===== config.mk =====
export PLATFORM = sky130hd
export DESIGN_NAME = sync_length_crc8_deframer
export DESIGN_NICKNAME = d
export VERILOG_FILES = /design/src/sv/sld_pkg.sv /design/src/sv/sld_ram.sv /design/src/sv/sld_fifo.sv /design/src/sv/sld_front.sv /design/src/sv/sld_back.sv /design/src/sv/sync_length_crc8_deframer.sv
export SDC_FILE = /design/constraint.sdc
export NUM_CORES = 1
export LEC_CHECK = 0
export BUFFER_PORTS_ARGS = -buffer_cell sky130_fd_sc_hd__buf_4
export CORE_AREA = 8 8 235 237
export CTS_BUF_LIST = sky130_fd_sc_hd__clkbuf_2
export DETAILED_ROUTE_END_ITERATION = 8
export DIE_AREA = 0 0 243 245
export HOLD_SLACK_MARGIN = 0.08
export PLACE_DENSITY = 0.61
export SLEW_MARGIN = 25
export SYNTH_ARGS = -nofsm -noshare
export SYNTH_HDL_FRONTEND = slang
export SYNTH_SLANG_ARGS = --single-unit

===== constraint.sdc =====
create_clock -name clk -period 2.38 [get_ports clk]
set_input_delay 0.238 -clock clk [delete_from_list [all_inputs] [get_ports clk]]
set_output_delay 0.238 -clock clk [all_outputs]
set_load 0.01 [all_outputs]

===== src/sv/sld_pkg.sv =====
// ----------------------------------------------------------------------------
// sld_pkg
// Shared types, status codes and the crc-8 step for the sync/length deframer.
// ----------------------------------------------------------------------------
`default_nettype none

package sld_pkg;

  // result status codes
  localparam logic [1:0] ST_GOOD    = 2'd0;
  localparam logic [1:0] ST_CRC     = 2'd1;
  localparam logic [1:0] ST_LEN     = 2'd2;
  localparam logic [1:0] ST_TIMEOUT = 2'd3;

  // sync byte after reset
  localparam logic [7:0] SYNC_RESET = 8'hAA;

  // crc-8, no reflection, no final xor
  localparam logic [7:0] CRC_POLY = 8'h07;
  localparam logic [7:0] CRC_INIT = 8'h00;

  // queue depths and count widths
  localparam int CQ_DEPTH = 2;
  localparam int OQ_DEPTH = 4;
  localparam int OQ_CW    = $clog2(OQ_DEPTH + 1);

  // frame outcome handed from the parser to the emitter
  typedef struct packed {
    logic [1:0] status;
    logic [7:0] command;
    logic [7:0] count;
  } cmd_t;

  // one result beat
  typedef struct packed {
    logic [1:0] status;
    logic [7:0] command;
    logic [5:0] length;
    logic [7:0] data_byte;
    logic [4:0] byte_index;
    logic       last;
  } result_t;

  // one byte through the crc-8 register, msb first
  function automatic logic [7:0] crc8_update(input logic [7:0] crc, input logic [7:0] b);
    logic [7:0] c;
    c = crc ^ b;
    for (int k = 0; k < 8; k++) begin
      c = c[7] ? ((c << 1) ^ CRC_POLY) : (c << 1);
    end
    return c;
  endfunction

endpackage

`default_nettype wire


===== src/sv/sld_ram.sv =====
// ----------------------------------------------------------------------------
// sld_ram
// Generic simple dual-port RAM: one write port, one read port, registered read.
// ----------------------------------------------------------------------------
`default_nettype none

module sld_ram #(
  parameter int WIDTH = 8,
  parameter int DEPTH = 32,
  parameter int AW    = (DEPTH > 1) ? $clog2(DEPTH) : 1
) (
  input  wire logic             clk,
  input  wire logic             we,
  input  wire logic [AW-1:0]    waddr,
  input  wire logic [WIDTH-1:0] wdata,
  input  wire logic             re,
  input  wire logic [AW-1:0]    raddr,
  output logic      [WIDTH-1:0] rdata_r
);

  logic [WIDTH-1:0] mem_r [DEPTH];

  // write port
  always_ff @(posedge clk) begin
    if (we) begin
      mem_r[waddr] <= wdata;
    end
  end

  // registered read port
  always_ff @(posedge clk) begin
    if (re) begin
      rdata_r <= mem_r[raddr];
    end
  end

endmodule

`default_nettype wire


===== src/sv/sld_fifo.sv =====
// ----------------------------------------------------------------------------
// sld_fifo
// Small register fifo with occupancy count, used for the command and result queues.
// ----------------------------------------------------------------------------
`default_nettype none

module sld_fifo #(
  parameter int WIDTH = 8,
  parameter int DEPTH = 2,
  parameter int PW    = (DEPTH > 1) ? $clog2(DEPTH) : 1,
  parameter int CW    = $clog2(DEPTH + 1)
) (
  input  wire logic             clk,
  input  wire logic             rst_n,
  input  wire logic             push,
  input  wire logic [WIDTH-1:0] push_data,
  input  wire logic             pop,
  output logic      [WIDTH-1:0] pop_data,
  output logic                  empty,
  output logic                  full,
  output logic      [CW-1:0]    count
);

  logic [WIDTH-1:0] slot_r [DEPTH];
  logic [PW-1:0]    wr_ptr_r, wr_ptr_nxt;
  logic [PW-1:0]    rd_ptr_r, rd_ptr_nxt;
  logic [CW-1:0]    count_r, count_nxt;
  logic             do_push;
  logic             do_pop;

  assign empty    = (count_r == '0);
  assign full     = (count_r == CW'(DEPTH));
  assign count    = count_r;
  assign pop_data = slot_r[rd_ptr_r];
  assign do_push  = push && !full;
  assign do_pop   = pop && !empty;

  // pointer wrap and occupancy
  always_comb begin
    wr_ptr_nxt = wr_ptr_r;
    rd_ptr_nxt = rd_ptr_r;
    count_nxt  = count_r;
    if (do_push) begin
      wr_ptr_nxt = (wr_ptr_r == PW'(DEPTH - 1)) ? '0 : wr_ptr_r + PW'(1);
    end
    if (do_pop) begin
      rd_ptr_nxt = (rd_ptr_r == PW'(DEPTH - 1)) ? '0 : rd_ptr_r + PW'(1);
    end
    if (do_push && !do_pop) begin
      count_nxt = count_r + CW'(1);
    end else if (do_pop && !do_push) begin
      count_nxt = count_r - CW'(1);
    end
  end

  always_ff @(posedge clk) begin
    if (!rst_n) begin
      wr_ptr_r <= '0;
      rd_ptr_r <= '0;
      count_r  <= '0;
    end else begin
      wr_ptr_r <= wr_ptr_nxt;
      rd_ptr_r <= rd_ptr_nxt;
      count_r  <= count_nxt;
    end
  end

  // storage
  always_ff @(posedge clk) begin
    if (do_push) begin
      slot_r[wr_ptr_r] <= push_data;
    end
  end

endmodule

`default_nettype wire


===== src/sv/sld_front.sv =====
// ----------------------------------------------------------------------------
// sld_front
// Frame parser: hunts for sync, reads length, command, payload and crc, stores
// the payload and hands one outcome per finished or abandoned frame to the queue.
// ----------------------------------------------------------------------------
`default_nettype none

module sld_front
  import sld_pkg::*;
#(
  parameter int MAX_PAYLOAD = 32,
  parameter int AW          = (MAX_PAYLOAD > 1) ? $clog2(MAX_PAYLOAD) : 1
) (
  input  wire logic          clk,
  input  wire logic          rst_n,
  input  wire logic          cfg_we,
  input  wire logic [7:0]    cfg_sync_value,
  input  wire logic          beat,
  input  wire logic          func,
  input  wire logic [7:0]    rx_byte,
  output logic               in_payload,
  output logic               cq_push,
  output cmd_t               cq_data,
  output logic               ram_we,
  output logic [AW-1:0]      ram_waddr,
  output logic [7:0]         ram_wdata
);

  localparam logic [2:0] PH_HUNT = 3'd0;
  localparam logic [2:0] PH_LEN  = 3'd1;
  localparam logic [2:0] PH_CMD  = 3'd2;
  localparam logic [2:0] PH_DATA = 3'd3;
  localparam logic [2:0] PH_CRC  = 3'd4;

  localparam logic [7:0] MAX_LEN = 8'(MAX_PAYLOAD);

  logic [2:0] phase_r, phase_nxt;
  logic [7:0] sync_r;
  logic [7:0] length_r, length_nxt;
  logic [7:0] command_r, command_nxt;
  logic [7:0] crc_r, crc_nxt;
  logic [5:0] seen_r, seen_nxt;
  logic [5:0] seen_inc;
  logic [7:0] crc_step;

  assign in_payload = (phase_r == PH_DATA);
  assign seen_inc   = seen_r + 6'd1;
  assign crc_step   = crc8_update((phase_r == PH_CMD) ? CRC_INIT : crc_r, rx_byte);
  assign ram_waddr  = AW'(seen_r);
  assign ram_wdata  = rx_byte;

  // parser sequencing
  always_comb begin
    phase_nxt   = phase_r;
    length_nxt  = length_r;
    command_nxt = command_r;
    crc_nxt     = crc_r;
    seen_nxt    = seen_r;
    cq_push     = 1'b0;
    cq_data     = '{status: ST_GOOD, command: 8'd0, count: 8'd0};
    ram_we      = 1'b0;
    if (beat) begin
      if (func) begin
        cq_push        = 1'b1;
        cq_data.status = ST_TIMEOUT;
        phase_nxt      = PH_HUNT;
      end else begin
        unique case (phase_r)
          PH_HUNT: begin
            if (rx_byte == sync_r) begin
              phase_nxt = PH_LEN;
            end
          end
          PH_LEN: begin
            length_nxt = rx_byte;
            phase_nxt  = PH_CMD;
          end
          PH_CMD: begin
            command_nxt = rx_byte;
            if (length_r > MAX_LEN) begin
              cq_push        = 1'b1;
              cq_data.status = ST_LEN;
              phase_nxt      = PH_HUNT;
            end else begin
              crc_nxt   = crc_step;
              seen_nxt  = 6'd0;
              phase_nxt = (length_r == 8'd0) ? PH_CRC : PH_DATA;
            end
          end
          PH_DATA: begin
            ram_we   = ({2'b00, seen_r} < MAX_LEN);
            crc_nxt  = crc_step;
            seen_nxt = seen_inc;
            if ({2'b00, seen_inc} >= length_r) begin
              phase_nxt = PH_CRC;
            end
          end
          PH_CRC: begin
            cq_push   = 1'b1;
            phase_nxt = PH_HUNT;
            if (rx_byte != crc_r) begin
              cq_data.status = ST_CRC;
            end else begin
              cq_data.command = command_r;
              cq_data.count   = length_r;
            end
          end
          default: begin
            phase_nxt = PH_HUNT;
          end
        endcase
      end
    end
  end

  always_ff @(posedge clk) begin
    if (!rst_n) begin
      phase_r   <= PH_HUNT;
      sync_r    <= SYNC_RESET;
      length_r  <= 8'd0;
      command_r <= 8'd0;
      crc_r     <= 8'd0;
      seen_r    <= 6'd0;
    end else begin
      phase_r   <= phase_nxt;
      length_r  <= length_nxt;
      command_r <= command_nxt;
      crc_r     <= crc_nxt;
      seen_r    <= seen_nxt;
      if (cfg_we) begin
        sync_r <= cfg_sync_value;
      end
    end
  end

endmodule

`default_nettype wire


===== src/sv/sld_back.sv =====
// ----------------------------------------------------------------------------
// sld_back
// Result emitter: takes frame outcomes from the queue, pushes result beats to the
// output queue and reads the buffered payload a byte a cycle while it has room.
// ----------------------------------------------------------------------------
`default_nettype none

module sld_back
  import sld_pkg::*;
#(
  parameter int MAX_PAYLOAD = 32,
  parameter int AW          = (MAX_PAYLOAD > 1) ? $clog2(MAX_PAYLOAD) : 1
) (
  input  wire logic             clk,
  input  wire logic             rst_n,
  input  wire logic             cq_empty,
  input  wire cmd_t             cq_data,
  output logic                  cq_pop,
  output logic                  ram_re,
  output logic [AW-1:0]         ram_raddr,
  input  wire logic [7:0]       ram_rdata,
  input  wire logic [OQ_CW-1:0] oq_count,
  output logic                  oq_push,
  output result_t               oq_data,
  output logic                  busy
);

  logic       run_r, run_nxt;
  logic [7:0] cmd_r, cmd_nxt;
  logic [7:0] n_r, n_nxt;
  logic [7:0] k_r, k_nxt;
  logic       room;
  logic       run_last;

  // read stage: result fields waiting for the buffer read data
  logic       s1_valid_r, s1_valid_nxt;
  logic       s1_data_r, s1_data_nxt;
  result_t    s1_r, s1_nxt;

  // keep a slot free for the beat already in flight
  assign room      = (oq_count + OQ_CW'(s1_valid_r)) < OQ_CW'(OQ_DEPTH);
  assign run_last  = ((k_r + 8'd1) == n_r);
  assign ram_raddr = AW'(k_r);
  assign busy      = !cq_empty || run_r || s1_valid_r;

  // issue: one payload read per cycle during a run, else one outcome; both wait for room
  always_comb begin
    run_nxt      = run_r;
    cmd_nxt      = cmd_r;
    n_nxt        = n_r;
    k_nxt        = k_r;
    cq_pop       = 1'b0;
    ram_re       = 1'b0;
    s1_valid_nxt = 1'b0;
    s1_data_nxt  = 1'b0;
    s1_nxt       = s1_r;
    if (run_r) begin
      if (room) begin
        ram_re       = 1'b1;
        s1_valid_nxt = 1'b1;
        s1_data_nxt  = 1'b1;
        s1_nxt       = '{status: ST_GOOD, command: cmd_r, length: 6'(n_r),
                         data_byte: 8'd0, byte_index: 5'(k_r), last: run_last};
        k_nxt        = k_r + 8'd1;
        if (run_last) begin
          run_nxt = 1'b0;
        end
      end
    end else if (!cq_empty && room) begin
      cq_pop = 1'b1;
      if (cq_data.status == ST_GOOD && cq_data.count != 8'd0) begin
        run_nxt = 1'b1;
        cmd_nxt = cq_data.command;
        n_nxt   = cq_data.count;
        k_nxt   = 8'd0;
      end else begin
        s1_valid_nxt = 1'b1;
        s1_nxt       = '{status: cq_data.status, command: cq_data.command, length: 6'd0,
                         data_byte: 8'd0, byte_index: 5'd0, last: 1'b1};
      end
    end
  end

  always_ff @(posedge clk) begin
    if (!rst_n) begin
      run_r      <= 1'b0;
      s1_valid_r <= 1'b0;
    end else begin
      run_r      <= run_nxt;
      s1_valid_r <= s1_valid_nxt;
    end
  end

  always_ff @(posedge clk) begin
    cmd_r     <= cmd_nxt;
    n_r       <= n_nxt;
    k_r       <= k_nxt;
    s1_data_r <= s1_data_nxt;
    s1_r      <= s1_nxt;
  end

  // merge buffer data into the beat
  always_comb begin
    oq_push = s1_valid_r;
    oq_data = s1_r;
    if (s1_data_r) begin
      oq_data.data_byte = ram_rdata;
    end
  end

endmodule

`default_nettype wire


===== src/sv/sync_length_crc8_deframer.sv =====
// ----------------------------------------------------------------------------
// sync_length_crc8_deframer
// Input beats are taken one a cycle while the outcome queue has room; a payload byte
// of the next frame waits while the emitter still holds an outcome or is reading out
// the previous payload. An error or empty-payload result passes the outcome queue
// and the emitter issue register; a payload run also passes the buffer read, then
// streams one beat a cycle with result queue room, set by the single buffer read port.
// Synchronous active-low reset returns to hunting with sync byte 0xAA; queues empty.
// ----------------------------------------------------------------------------
`default_nettype none

module sync_length_crc8_deframer
  import sld_pkg::*;
#(
  parameter int MAX_PAYLOAD = 32
) (
  input  wire logic       clk,
  input  wire logic       rst_n,
  input  wire logic       cfg_valid,
  output logic            cfg_ready,
  input  wire logic [7:0] cfg_sync_value,
  input  wire logic       push,
  output logic            full,
  input  wire logic       in_func,
  input  wire logic [7:0] in_rx_byte,
  output logic            empty,
  input  wire logic       pop,
  output logic [1:0]      out_status,
  output logic [7:0]      out_command,
  output logic [5:0]      out_length,
  output logic [7:0]      out_data_byte,
  output logic [4:0]      out_byte_index,
  output logic            out_last
);

  localparam int AW = (MAX_PAYLOAD > 1) ? $clog2(MAX_PAYLOAD) : 1;
  localparam int CQ_W = $bits(cmd_t);
  localparam int OQ_W = $bits(result_t);

  logic             beat;
  logic             in_payload;
  logic             cq_push, cq_pop, cq_empty, cq_full;
  cmd_t             cq_wdata, cq_rdata;
  logic [$clog2(CQ_DEPTH + 1)-1:0] cq_count;
  logic             ram_we, ram_re;
  logic [AW-1:0]    ram_waddr, ram_raddr;
  logic [7:0]       ram_wdata, ram_rdata;
  logic             oq_push, oq_full;
  result_t          oq_wdata, oq_rdata;
  logic [OQ_CW-1:0] oq_count;
  logic             back_busy;

  // input side: hold off beats on a full outcome queue, payload bytes on a busy emitter
  assign cfg_ready = 1'b1;
  assign full      = cq_full || (in_payload && back_busy);
  assign beat      = push && !full;

  sld_front #(
    .MAX_PAYLOAD (MAX_PAYLOAD)
  ) u_front (
    .clk            (clk),
    .rst_n          (rst_n),
    .cfg_we         (cfg_valid && cfg_ready),
    .cfg_sync_value (cfg_sync_value),
    .beat           (beat),
    .func           (in_func),
    .rx_byte        (in_rx_byte),
    .in_payload     (in_payload),
    .cq_push        (cq_push),
    .cq_data        (cq_wdata),
    .ram_we         (ram_we),
    .ram_waddr      (ram_waddr),
    .ram_wdata      (ram_wdata)
  );

  // frame outcome queue between parser and emitter
  sld_fifo #(
    .WIDTH (CQ_W),
    .DEPTH (CQ_DEPTH)
  ) u_cmd_q (
    .clk       (clk),
    .rst_n     (rst_n),
    .push      (cq_push),
    .push_data (cq_wdata),
    .pop       (cq_pop),
    .pop_data  (cq_rdata),
    .empty     (cq_empty),
    .full      (cq_full),
    .count     (cq_count)
  );

  // payload buffer
  sld_ram #(
    .WIDTH (8),
    .DEPTH (MAX_PAYLOAD)
  ) u_payload_ram (
    .clk     (clk),
    .we      (ram_we),
    .waddr   (ram_waddr),
    .wdata   (ram_wdata),
    .re      (ram_re),
    .raddr   (ram_raddr),
    .rdata_r (ram_rdata)
  );

  sld_back #(
    .MAX_PAYLOAD (MAX_PAYLOAD)
  ) u_back (
    .clk       (clk),
    .rst_n     (rst_n),
    .cq_empty  (cq_empty),
    .cq_data   (cq_rdata),
    .cq_pop    (cq_pop),
    .ram_re    (ram_re),
    .ram_raddr (ram_raddr),
    .ram_rdata (ram_rdata),
    .oq_count  (oq_count),
    .oq_push   (oq_push),
    .oq_data   (oq_wdata),
    .busy      (back_busy)
  );

  // result queue
  sld_fifo #(
    .WIDTH (OQ_W),
    .DEPTH (OQ_DEPTH)
  ) u_out_q (
    .clk       (clk),
    .rst_n     (rst_n),
    .push      (oq_push),
    .push_data (oq_wdata),
    .pop       (pop),
    .pop_data  (oq_rdata),
    .empty     (empty),
    .full      (oq_full),
    .count     (oq_count)
  );

  assign out_status     = oq_rdata.status;
  assign out_command    = oq_rdata.command;
  assign out_length     = oq_rdata.length;
  assign out_data_byte  = oq_rdata.data_byte;
  assign out_byte_index = oq_rdata.byte_index;
  assign out_last       = oq_rdata.last;

  // payload buffer is never rewritten while a run may still read it
  a_no_write_during_run: assert property (@(posedge clk) disable iff (!rst_n)
    ram_we |-> !back_busy)
    else $error("payload buffer written while emitter busy");

  // emitter reservation keeps the result queue from overflowing
  a_out_q_room: assert property (@(posedge clk) disable iff (!rst_n)
    oq_push |-> !oq_full)
    else $error("result beat pushed into full queue");

  // parser only produces an outcome when the queue has room
  a_cmd_q_room: assert property (@(posedge clk) disable iff (!rst_n)
    cq_push |-> (cq_count != 2'(CQ_DEPTH)))
    else $error("frame outcome pushed into full queue");

  // a buffer read always turns into a result beat on the next cycle
  a_read_to_beat: assert property (@(posedge clk) disable iff (!rst_n)
    ram_re |=> oq_push)
    else $error("buffer read without result beat");

endmodule

`default_nettype wire

==> results.yml, run 1 <==
yosys:
  synth_adder_area_share: 0.01144
  ys_types: 65
  yosys_warnings: 0
  ys_ff_latch: 524
  syn_nets: 1282
  ys.flop_type: "edfxtp_1"
  synth_mux_area_frac: 0.1362
  synth_area_leader_cell: "edfxtp_1"
  synth_cells: 1241
  synthXorXnorAreaFrac: 0.02616
  synth-edff-count: 466
  avgSynthCellArea_um2: 17.27
  synth-compound-area-share: 0.03234
  syn_area_um2: 21430
  synthSimpleGateAreaFrac: 0.06837
  synth_top_family_by_area: "multiplexers"
  synth_area_leaders: "edfxtp_1 65%, mux4_2 9.9%, dfxtp_1 5.4%, mux2_2 2.5%, and2_1 1.5%"
  seq_area_frac_synth: 0.7071
  async_flop_share: 0
  synth_top_area_frac: 0.6530
routing:
  vias: 11850
  wl_per_cell_um: 20.50
  detail_route.first_pass.iterations: 8
  antenna_left: 0
  drc: 0
  wirelength_um: 47140
  dr.first_iter.drc_count: 785
  viasPerCell: 5.156
timing:
  period_share: 1.155
  hold_viol_final: 0
  skew_ns: 0.07023
  max_clock_freq_mhz: 363.9
  rsz0062_at_grt: "true"
  finalSetupViolCount: 30
  max_slew_margin: 0.4451
  drv_slew: 0
  timing.final.ws_setup_ns: -0.3680
  worst_slew_pin_slew_ns: 0.8323
  period_needed_ns: 2.748
grt:
  grt_pass1_vias: 12620
  antenna_found_initial: 2
  grt_pass1_wl_um: 72760
  overflow: 0
  grt_max_degree: 40
  track_usage: 0.1588
die:
  start_util: 0.4144
  die_w_um: 243
  coreArea_um2: 51710
  io_pins: 55
  num_rows: 84
  fp.dieH_um: 245
  dieArea_um2: 59540
critical_path:
  crit_slowest_cell: "mux4_2"
  crit_path_cell_trace: "buf_12 > mux4_2 > buf_6"
  start_kind: "flip-flop"
  r2r-end: "u_payload_ram.rdata_r[3]"
  r2r_cells: 6
  crit_path_max_incr_delay_ns: 0.56
  r2r_setup_slack_ns: 0.08
  crit_type: "reg -> out"
  endpoint_kind: "output pin"
  required_ns: 2.14
  r2r_start: "u_back.k_r[0]"
  crit_fanout: 15
  arrival_ns: 2.51
placement:
  dp_cells: 2006
  dpl.hpwl_um: 29370
  port_buffers: 53
  finalWeightedCongestion: 0.8129
  placed_area_um2: 23270
  preCtsSetupSlack_ns: -0.4084
final_layout:
  fin_nets: 1562
  design_area_um2: 25410
  drive_above_1_share: 0.3371
  syn_to_final_growth_pct: 18.55
  regArea_um2: 15180
  multi_input_area_um2: 5992
  fillers: 4358
  stdcell_count: 2299
  final_util: 0.4913
min_path:
  min_path_cells: 4
  min_to: "u_front.sync_r[1]"
  worstHoldStart: "rst_n"
  hp-class: "in -> reg"
clock_tree:
  cts_made_buffers: 133
  cts_tree: "done"
  numClockSinks: 524
  clkLatencyLatePin_ns: 1.23
  clk_pin_slew_ns: 0.10
  clockBufferDepth: 3
  cts_max_level: 4
  cts-root-buf: "clkbuf_2"
power:
  max-vdd-ir-drop_mv: 0.4742
  p_leak_nw: 8.804
  p_total_mw: 22.42
  p_per_area_nw_per_um2: 882.6
outcome:
  violations: "negative setup slack"
  outcome: "complete, but fails checks"
job:
  cap_violations: 0
[routing by layer]
| metal | up-vias | GRT usage | part of all wire |
|---|---|---|---|
| li1 | 5466 | - | - |
| met5 | - | 0 | 0 |
| met4 | 0 | 0.05889 | 0.019 |
| met1 | 5999 | 0.1944 | 0.43 |
| met3 | 73 | 0.04511 | 0.050 |
| met2 | 316 | 0.2673 | 0.50 |
[state kept, by name (all words and copies together), names as in the netlist, 2 cells and up, named ones only]
register               flops
u_out_q.wr_ptr_r           2
u_out_q.count              3
u_cmd_q.count              2
u_front.crc_r              8
u_back.k_r                 8
u_out_q.rd_ptr_r           2
u_front.seen_r             6
u_back.n_r                 8
u_front.sync_r             8
u_front.command_r          8
u_front.phase_r            3
u_payload_ram.mem_r      256
u_cmd_q.slot_r            36
u_out_q.slot_r           120
u_payload_ram.rdata_r      8
u_front.length_r           8
u_back.cmd_r               8
u_back.oq_data            22
[worst max-delay path: cells and delay by family, from the launching register on]
family                 cells  cell delay [ns]
multiplexers               1             0.56
buffers and inverters      2             0.33
flip-flops                 1             0.40
[cell families after synthesis]
family | after synthesis
other | 1
muxes | 168
xor gates and xnor gates | 56
AOI/OAI and AO/OA | 104
adders and majority gates | 19
and+or+nand+nor | 280
DFF | 524
buffers and inverters | 89
[how the worst max path moves through the flow]
stage,cells after the start,end,startpoint
finish,3,out_byte_index[0],flip-flop
global route,3,out_byte_index[0],flip-flop
floorplan,6,u_cmd_q.slot_r[0][0],u_front.phase_r[2]
CTS,3,out_data_byte[1],flip-flop
global placement,6,u_payload_ram.mem_r[2][5],u_cmd_q.count[0]
detailed placement,6,u_payload_ram.mem_r[8][0],u_cmd_q.count[0]
[final cells by class]
type | instances | area share
Inverter | 19 | 0.002807
Sequential cell | 524 | 0.5974
Clock inverter | 36 | 0.008963
Antenna cell | 3 | 0.0002955
Timing Repair Buffer | 215 | 0.08416
Clock buffer | 186 | 0.03664
Tap cell | 688 | 0.03388
Multi-Input combinational cell | 628 | 0.2358
[cell usage after synthesis, types with 8 or more instances]
cell type  instances
a21oi_1           24
a22oi_1            8
and2_1            50
buf_1              9
buf_2             12
clkbuf_1          41
dfxtp_1           58
edfxtp_1         466
ha_1              18
inv_1             19
mux2_2            48
mux2i_1           26
mux4_2            94
nand2_1           40
nand2b_1          14
nand3_1           31
nor2_1            81
nor3_1             9
nor4_1            13
o21ai_0           28
or3_1              8
xnor2_1           26
xor2_1            25
[placed cells by master, fill, tap and decap left out, types with 31 or more instances in the layout]
cell / instances
nand2_1: 34
buf_4: 115
nand3_1: 31
and2_1: 49
nor2_1: 80
mux2_2: 48
dlygate4sd3_1: 58
edfxtp_1: 466
mux4_2: 94
dfxtp_1: 47
clkbuf_2: 186
[power by group]
group / switching, mW / internal [mW] / total, mW / leakage (nW)
clock network: 3.48 / 2.42 / 5.91 / 0.897
logic: 2.45 / 2.57 / 5.02 / 3.20
registers: 0.489 / 11.0 / 11.5 / 4.70
total: 6.42 / 16.0 / 22.4 / 8.80
[through the flow]
step | setup TNS, ns | hold slack, ns
final | -9.882 | 0.3225
after global routing | -17.46 | 0.2139
after CTS | -26.08 | 0.1181
after detailed placement | -90.43 | 0.4627
after global placement | -89.52 | 0.4541
after floorplan | 0 | 0.3369
[what timing repair did]
item | CTS | global route
pin swaps | 3 | 5
endpoints found under the hold margin | 641 | 0
setup endpoints to repair | 295 | 77
gates resized for setup | 39 | 25
buffers inserted | 4 | 3
hold buffers | 59 | 0
gates cloned | 1 | 3
Note: power is estimated with default switching activity, not from simulation.
==> inputs of run 2 (changes only) <==
PLACE_DENSITY = 0.64   (was 0.61)
clock period = 2.6 ns   (was 2.38 ns; I/O delays follow)
==> run 2 against run 1 <==
  * The run still ends with negative setup slack left
  * Critical endpoint is now out_command[4]
  * Flip-flop and latch count stayed put
  * Hold slack worse by 0.087 ns
  * Register-to-register slack better by 0.07 ns
  * Count of clock-buffer cells in the layout is 6 higher
  * Clock skew is 0.031 ns higher
  * Global-route usage is 0.83 points lower
  * First-iteration DRC count is 9.0% lower
  * Total power is 10% lower
  * Routed wire length is 4.9% lower
  * Via count is 2.5% lower
  * Final area is 1.8% lower
  * Final cell count is 1.2% lower
==> results.yml, run 2 (synthesized netlist as in run 1, its figures left out) <==
final_layout:
  largest_reg_flops: 256
  final_cell_mix: "466 x edfxtp_1, 192 x clkbuf_2, 100 x buf_4"
  design_area_um2: 24960
  syn_to_final_growth_pct: 16.46
  drive_above_1_share: 0.3186
  final_util: 0.4827
  fillers: 4477
  fin_nets: 1539
  regMostFlops: "u_payload_ram.mem_r"
  final_common_cell: "edfxtp_1"
  reg.largest.list: "u_payload_ram.mem_r (256), u_out_q.slot_r (120), u_cmd_q.slot_r (36)"
clock_tree:
  cts_made_buffers: 132
  cts_max_level: 4
  numClockSinks: 524
  cts-root-buf: "clkbuf_2"
  clkLatencyLatePin_ns: 1.11
  clk_pin_slew_ns: 0.11
  cts_tree: "done"
  clockBufferDepth: 3
routing:
  wl_per_cell_um: 19.74
  drc: 0
  dr.first_iter.drc_count: 714
  wirelength_um: 44840
  viasPerCell: 5.085
  vias: 11550
  antenna_left: 0
  detail_route.first_pass.iterations: 4
timing:
  rsz0062_at_grt: "true"
  period_share: 1.019
  hold_viol_final: 0
  max_clock_freq_mhz: 377.4
  max_slew_margin: 0.4469
  drv_slew: 0
  skew_ns: 0.1013
  whs_ns: 0.2359
  period_needed_ns: 2.650
  finalSetupViolCount: 20
  timing.final.ws_setup_ns: -0.04993
  worst_slew_pin_slew_ns: 0.8297
power:
  p_leak_nw: 8.603
  max-vdd-ir-drop_mv: 0.2753
  p_per_area_nw_per_um2: 805.7
die:
  die_w_um: 243
  start_util: 0.4144
  io_pins: 55
  coreArea_um2: 51710
  num_rows: 84
  dieArea_um2: 59540
  fp.dieH_um: 245
grt:
  grt_pass1_vias: 12430
  grt_max_degree: 60
  overflow: 0
  antenna_found_initial: 2
  grt_pass1_wl_um: 69790
  track_usage: 0.1505
placement:
  port_buffers: 53
  preCtsSetupSlack_ns: 0.2132
  finalWeightedCongestion: 0.7965
  dpl.hpwl_um: 27460
  placed_area_um2: 23090
critical_path:
  r2r-end: "u_front.command_r[1]"
  r2r_cells: 7
  crit_type: "reg -> out"
  endpoint_kind: "output pin"
  arrival_ns: 2.39
  start_kind: "flip-flop"
  crit_fanout: 8
  r2r_setup_slack_ns: 0.15
  r2r_start: "u_cmd_q.count[0]"
  required_ns: 2.34
outcome:
  outcome: "complete, but fails checks"
  violations: "negative setup slack"
min_path:
  min_path_cells: 6
  worstHoldStart: "push"
  min_to: "u_front.seen_r[0]"
  hp-class: "in -> reg"
job:
  cap_violations: 0
-- run 2: cell count changes in the layout (fill, tap and decap cells not counted), sizes merged, moves of 2 or more --
cell / delta
clkinvlp: +2
clkbuf: +3
clkinv: -10
buf: -14
dlygate4sd3: -5
-- run 2: timing repair --
action | CTS | global route
hold buffers | 53 | 0
hold endpoints to repair | 370 | 0
gates resized for setup | 37 | 1
setup buffers | 1 | 0
gates cloned | 2 | 0
endpoints found under the setup margin | 31 | 34
pin swaps | 0 | 2
-- run 2: worst max-delay path by stage --
stage                             from                    to  slack, ns  cells after the start
floorplan           u_front.phase_r[2]  u_cmd_q.slot_r[1][0]       0.19                      7
global placement     u_front.seen_r[1]    u_front.phase_r[0]       0.25                      9
detailed placement   u_front.seen_r[1]    u_front.phase_r[0]       0.21                      9
CTS                          flip-flop        out_command[0]      -0.22                      4
global route                 flip-flop        out_command[0]      -0.24                      4
finish                       flip-flop        out_command[4]      -0.05                      4
-- run 2: stage by stage --
step / power [mW] / TNS, ns / std cells
after floorplan: 13.29 / 0 / 1241
after global placement: 14.71 / 0 / 1996
after detailed placement: 14.82 / 0 / 1996
after CTS: 20.44 / -5.725 / 2270
after global routing: 21.19 / -6.276 / 2272
final: 20.11 / -0.6182 / 2272
-- run 2: cell type report --
type	instances	area [um2]	share of cell area
Timing Repair Buffer	193	1826	0.07314
Clock inverter	26	165.2	0.006617
Clock buffer	192	960.9	0.03850
Antenna cell	2	5.005	0.0002005
Multi-Input combinational cell	628	5912	0.2369
Tap cell	688	860.8	0.03449
Inverter	19	71.32	0.002857
Sequential cell	524	15160	0.6073
-- run 2: where the power goes --
part           switching (mW)  leakage, nW  internal [mW]
registers               0.410         4.70           10.1
logic                    2.19         3.03           2.21
clock network            3.08        0.877           2.15
-- run 2: metal layers --
layer / up-vias / global-route usage / wire [um]
met2: 255 / 0.2621 / 23130
met4: 0 / 0.05606 / 748
li1: 5402 / - / -
met5: - / 0 / 0
met3: 55 / 0.03402 / 1949
met1: 5842 / 0.1822 / 19010
-- run 2: critical path: stages, from the launching register on --
cell	delay, ns
dfxtp_4	0.39
buf_12	0.13
buf_16	0.14
mux4_2	0.51
buf_6	0.14
==> inputs of run 3 (changes only) <==
ABC_AREA = 1   (was default)
CORE_AREA = 8 8 236 238   (was 8 8 235 237)
DIE_AREA = 0 0 244 246   (was 0 0 243 245)
==> run 3 against run 2 <==
  * Setup slack lost 0.026 ns
  * Largest power group unchanged
  * Hold slack gained 0.011 ns
  * Clock skew grew 0.016 ns
  * Synthesized cell count grew 48%
  * Via count grew 28%
  * Highest routed layer unchanged
  * Final cell count grew 27%
  * Routed wire length grew 19%
  * Core utilization grew 0.57 points
  * First-iteration DRC count grew 61%
  * Final area grew 1.8%
  * Sequential power grew 4%
  * Largest cell class unchanged
  * The flow still finishes with violations (negative setup slack)
==> results.yml, run 3 <==
outcome:
  outcome: "complete, but fails checks"
  violations: "negative setup slack"
die:
  num_rows: 84
  dieArea_um2: 60020
  coreArea_um2: 52020
  start_util: 0.4135
  fp.dieH_um: 246
  io_pins: 55
  die_w_um: 244
final_layout:
  drive_above_1_share: 0.1906
  largest_reg_flops: 256
  regMostFlops: "u_payload_ram.mem_r"
  fin_nets: 2143
  final_cell_mix: "466 x edfxtp_1, 270 x nand2_1, 251 x nor2_1"
  fillers: 4628
  final_util: 0.4883
  design_area_um2: 25410
  final_common_cell: "edfxtp_1"
  reg.largest.list: "u_payload_ram.mem_r (256), u_out_q.slot_r (120), u_cmd_q.slot_r (36)"
  stdcell_count: 2894
  syn_to_final_growth_pct: 18.09
critical_path:
  r2r_cells: 8
  endpoint_kind: "output pin"
  crit_fanout: 9
  start_kind: "flip-flop"
  cp-endpoint: "out_command[4]"
  required_ns: 2.34
  crit_type: "reg -> out"
  r2r_setup_slack_ns: 0.18
  r2r-end: "u_payload_ram.mem_r[8][7]"
  arrival_ns: 2.42
  r2r_start: "u_front.phase_r[0]"
placement:
  placed_area_um2: 23080
  dp_cells: 2571
  finalWeightedCongestion: 0.8758
  dpl.hpwl_um: 31880
  preCtsSetupSlack_ns: 0.2634
  port_buffers: 53
clock_tree:
  cts-root-buf: "clkbuf_2"
  clockBufferDepth: 3
  cts_made_buffers: 133
  cts_tree: "done"
  numClockSinks: 524
  clkLatencyLatePin_ns: 1.24
  clk_pin_slew_ns: 0.10
  cts_max_level: 4
yosys:
  synth_area_leaders: "edfxtp_1 65%, dfxtp_1 5.4%, o21ai_0 4.8%, nand2_1 4.8%, nor2_1 4.5%"
  ys_types: 42
  synth_cells: 1839
  synthTopCellsByCount: "466 x edfxtp_1, 274 x nand2_1, 259 x nor2_1"
  ys.flop_type: "edfxtp_1"
  synth_area_leader_cell: "edfxtp_1"
  yosys_warnings: 0
  ys_ff_latch: 524
  seq_area_frac_synth: 0.7044
  synth-edff-count: 466
  synth_most_common_cell: "edfxtp_1"
  syn_area_um2: 21510
  avgSynthCellArea_um2: 11.70
  synth_top_area_frac: 0.6504
  async_flop_share: 0
  syn_nets: 1880
timing:
  period_needed_ns: 2.676
  hold_viol_final: 0
  rsz0062_at_grt: "true"
  worst_slew_pin_slew_ns: 0.8226
  skew_ns: 0.1169
  max_clock_freq_mhz: 373.7
  max_slew_margin: 0.4498
  timing.final.ws_setup_ns: -0.07611
  finalSetupViolCount: 22
  drv_slew: 0
  period_share: 1.029
min_path:
  hp-class: "in -> reg"
grt:
  grt_pass1_wl_um: 81430
  grt_pass1_vias: 14840
  grt_max_degree: 108
  antenna_found_initial: 2
  overflow: 0
  track_usage: 0.1733
power:
  p_per_area_nw_per_um2: 921.1
  p_leak_nw: 9.557
  max-vdd-ir-drop_mv: 0.4532
routing:
  wl_per_cell_um: 18.37
  vias: 14820
  wirelength_um: 53170
  viasPerCell: 5.122
  drc: 0
  detail_route.first_pass.iterations: 5
  dr.first_iter.drc_count: 1153
  antenna_left: 0
job:
  cap_violations: 0
## run 3: changes by cell type after synthesis, moves of 39 or more
| cell | before | now |
|---|---|---|
| a21oi_1 | 24 | 67 |
| and2_1 | 50 | 1 |
| inv_1 | 19 | 120 |
| o22ai_1 | 0 | 73 |
| nor2_1 | 81 | 259 |
| o21ai_0 | 28 | 206 |
| nand2_1 | 40 | 274 |
| mux4_2 | 94 | 0 |
| nand3_1 | 31 | 70 |
## run 3: layout make-up
class                   count  area (um2)  share of cell area
inverters                 129       495.5             0.01950
flip-flops and latches    524       15160              0.5968
multi-input cells        1099        5608              0.2207
clock buffers             181       905.9             0.03566
repair buffers            215        2033             0.08003
clock inverters            56       336.6             0.01325
well taps                 688       860.8             0.03388
diodes                      2       5.005           0.0001970
## run 3: repair_timing
item / 4_1_cts / 5_1_grt
hold buffers: 64 / 0
hold endpoints to repair: 641 / 0
pin swaps: 8 / 3
resized for setup: 51 / 17
gates cloned: 2 / 4
setup endpoints to repair: 32 / 41
buffers inserted: 6 / 10
## run 3: worst max-delay path, stage by stage (launching register included)
cell	delay (ns)
dfxtp_4	0.45
buf_4	0.15
buf_12	0.11
o21ai_0	0.08
o22ai_1	0.23
buf_4	0.17
## run 3: kinds of logic after synthesis
logic type      after synthesis  share of synthesized area
fa+ha+maj                    19                    0.01140
buf+inv                     216                    0.03966
compound gates              381                    0.09671
mux                          37                    0.01832
other cells                   1                  0.0001743
xor+xnor                     22                   0.008956
simple gates                639                     0.1204
flops                       524                     0.7044
## run 3: how the worst min path moves through the flow
| stage | cells after the start | startpoint | slack (ns) | end |
|---|---|---|---|---|
| 6_report | 3 | in_rx_byte[5] | 0.25 | u_payload_ram.mem_r[15][5] |
| 5_1_grt | 3 | in_rx_byte[5] | 0.15 | u_payload_ram.mem_r[15][5] |
| 4_1_cts | 3 | in_rx_byte[5] | 0.08 | u_payload_ram.mem_r[13][5] |
| 3_5_place_dp | 2 | u_front.command_r[1] | 0.45 | u_front.command_r[1] |
| 3_3_place_gp | 2 | u_front.command_r[1] | 0.44 | u_front.command_r[1] |
| 2_1_floorplan | 0 | in_rx_byte[0] | 0.36 | u_payload_ram.mem_r[0][0] |
## run 3: power by group
group	internal [mW]	switching [mW]	total (mW)
clock	2.17	3.41	5.58
combinational	2.62	4.35	6.96
sequential	10.3	0.507	10.9
## run 3: metal layers
layer	routed length, um	vias up	track usage
li1	-	7111	-
met1	23000	7076	0.2193
met2	25370	543	0.2806
met3	3574	94	0.04538
met4	1221	0	0.07378
met5	0	-	0
## run 3: metrics by stage
step / TNS, ns / power [mW] / hold slack (ns)
2_1_floorplan: 0 / 14.75 / 0.3589
3_3_place_gp: 0 / 17.18 / 0.4437
3_5_place_dp: 0 / 17.34 / 0.4505
4_1_cts: -7.200 / 23.39 / 0.08303
5_1_grt: -7.278 / 24.77 / 0.1486
6_report: -0.7918 / 23.40 / 0.2471
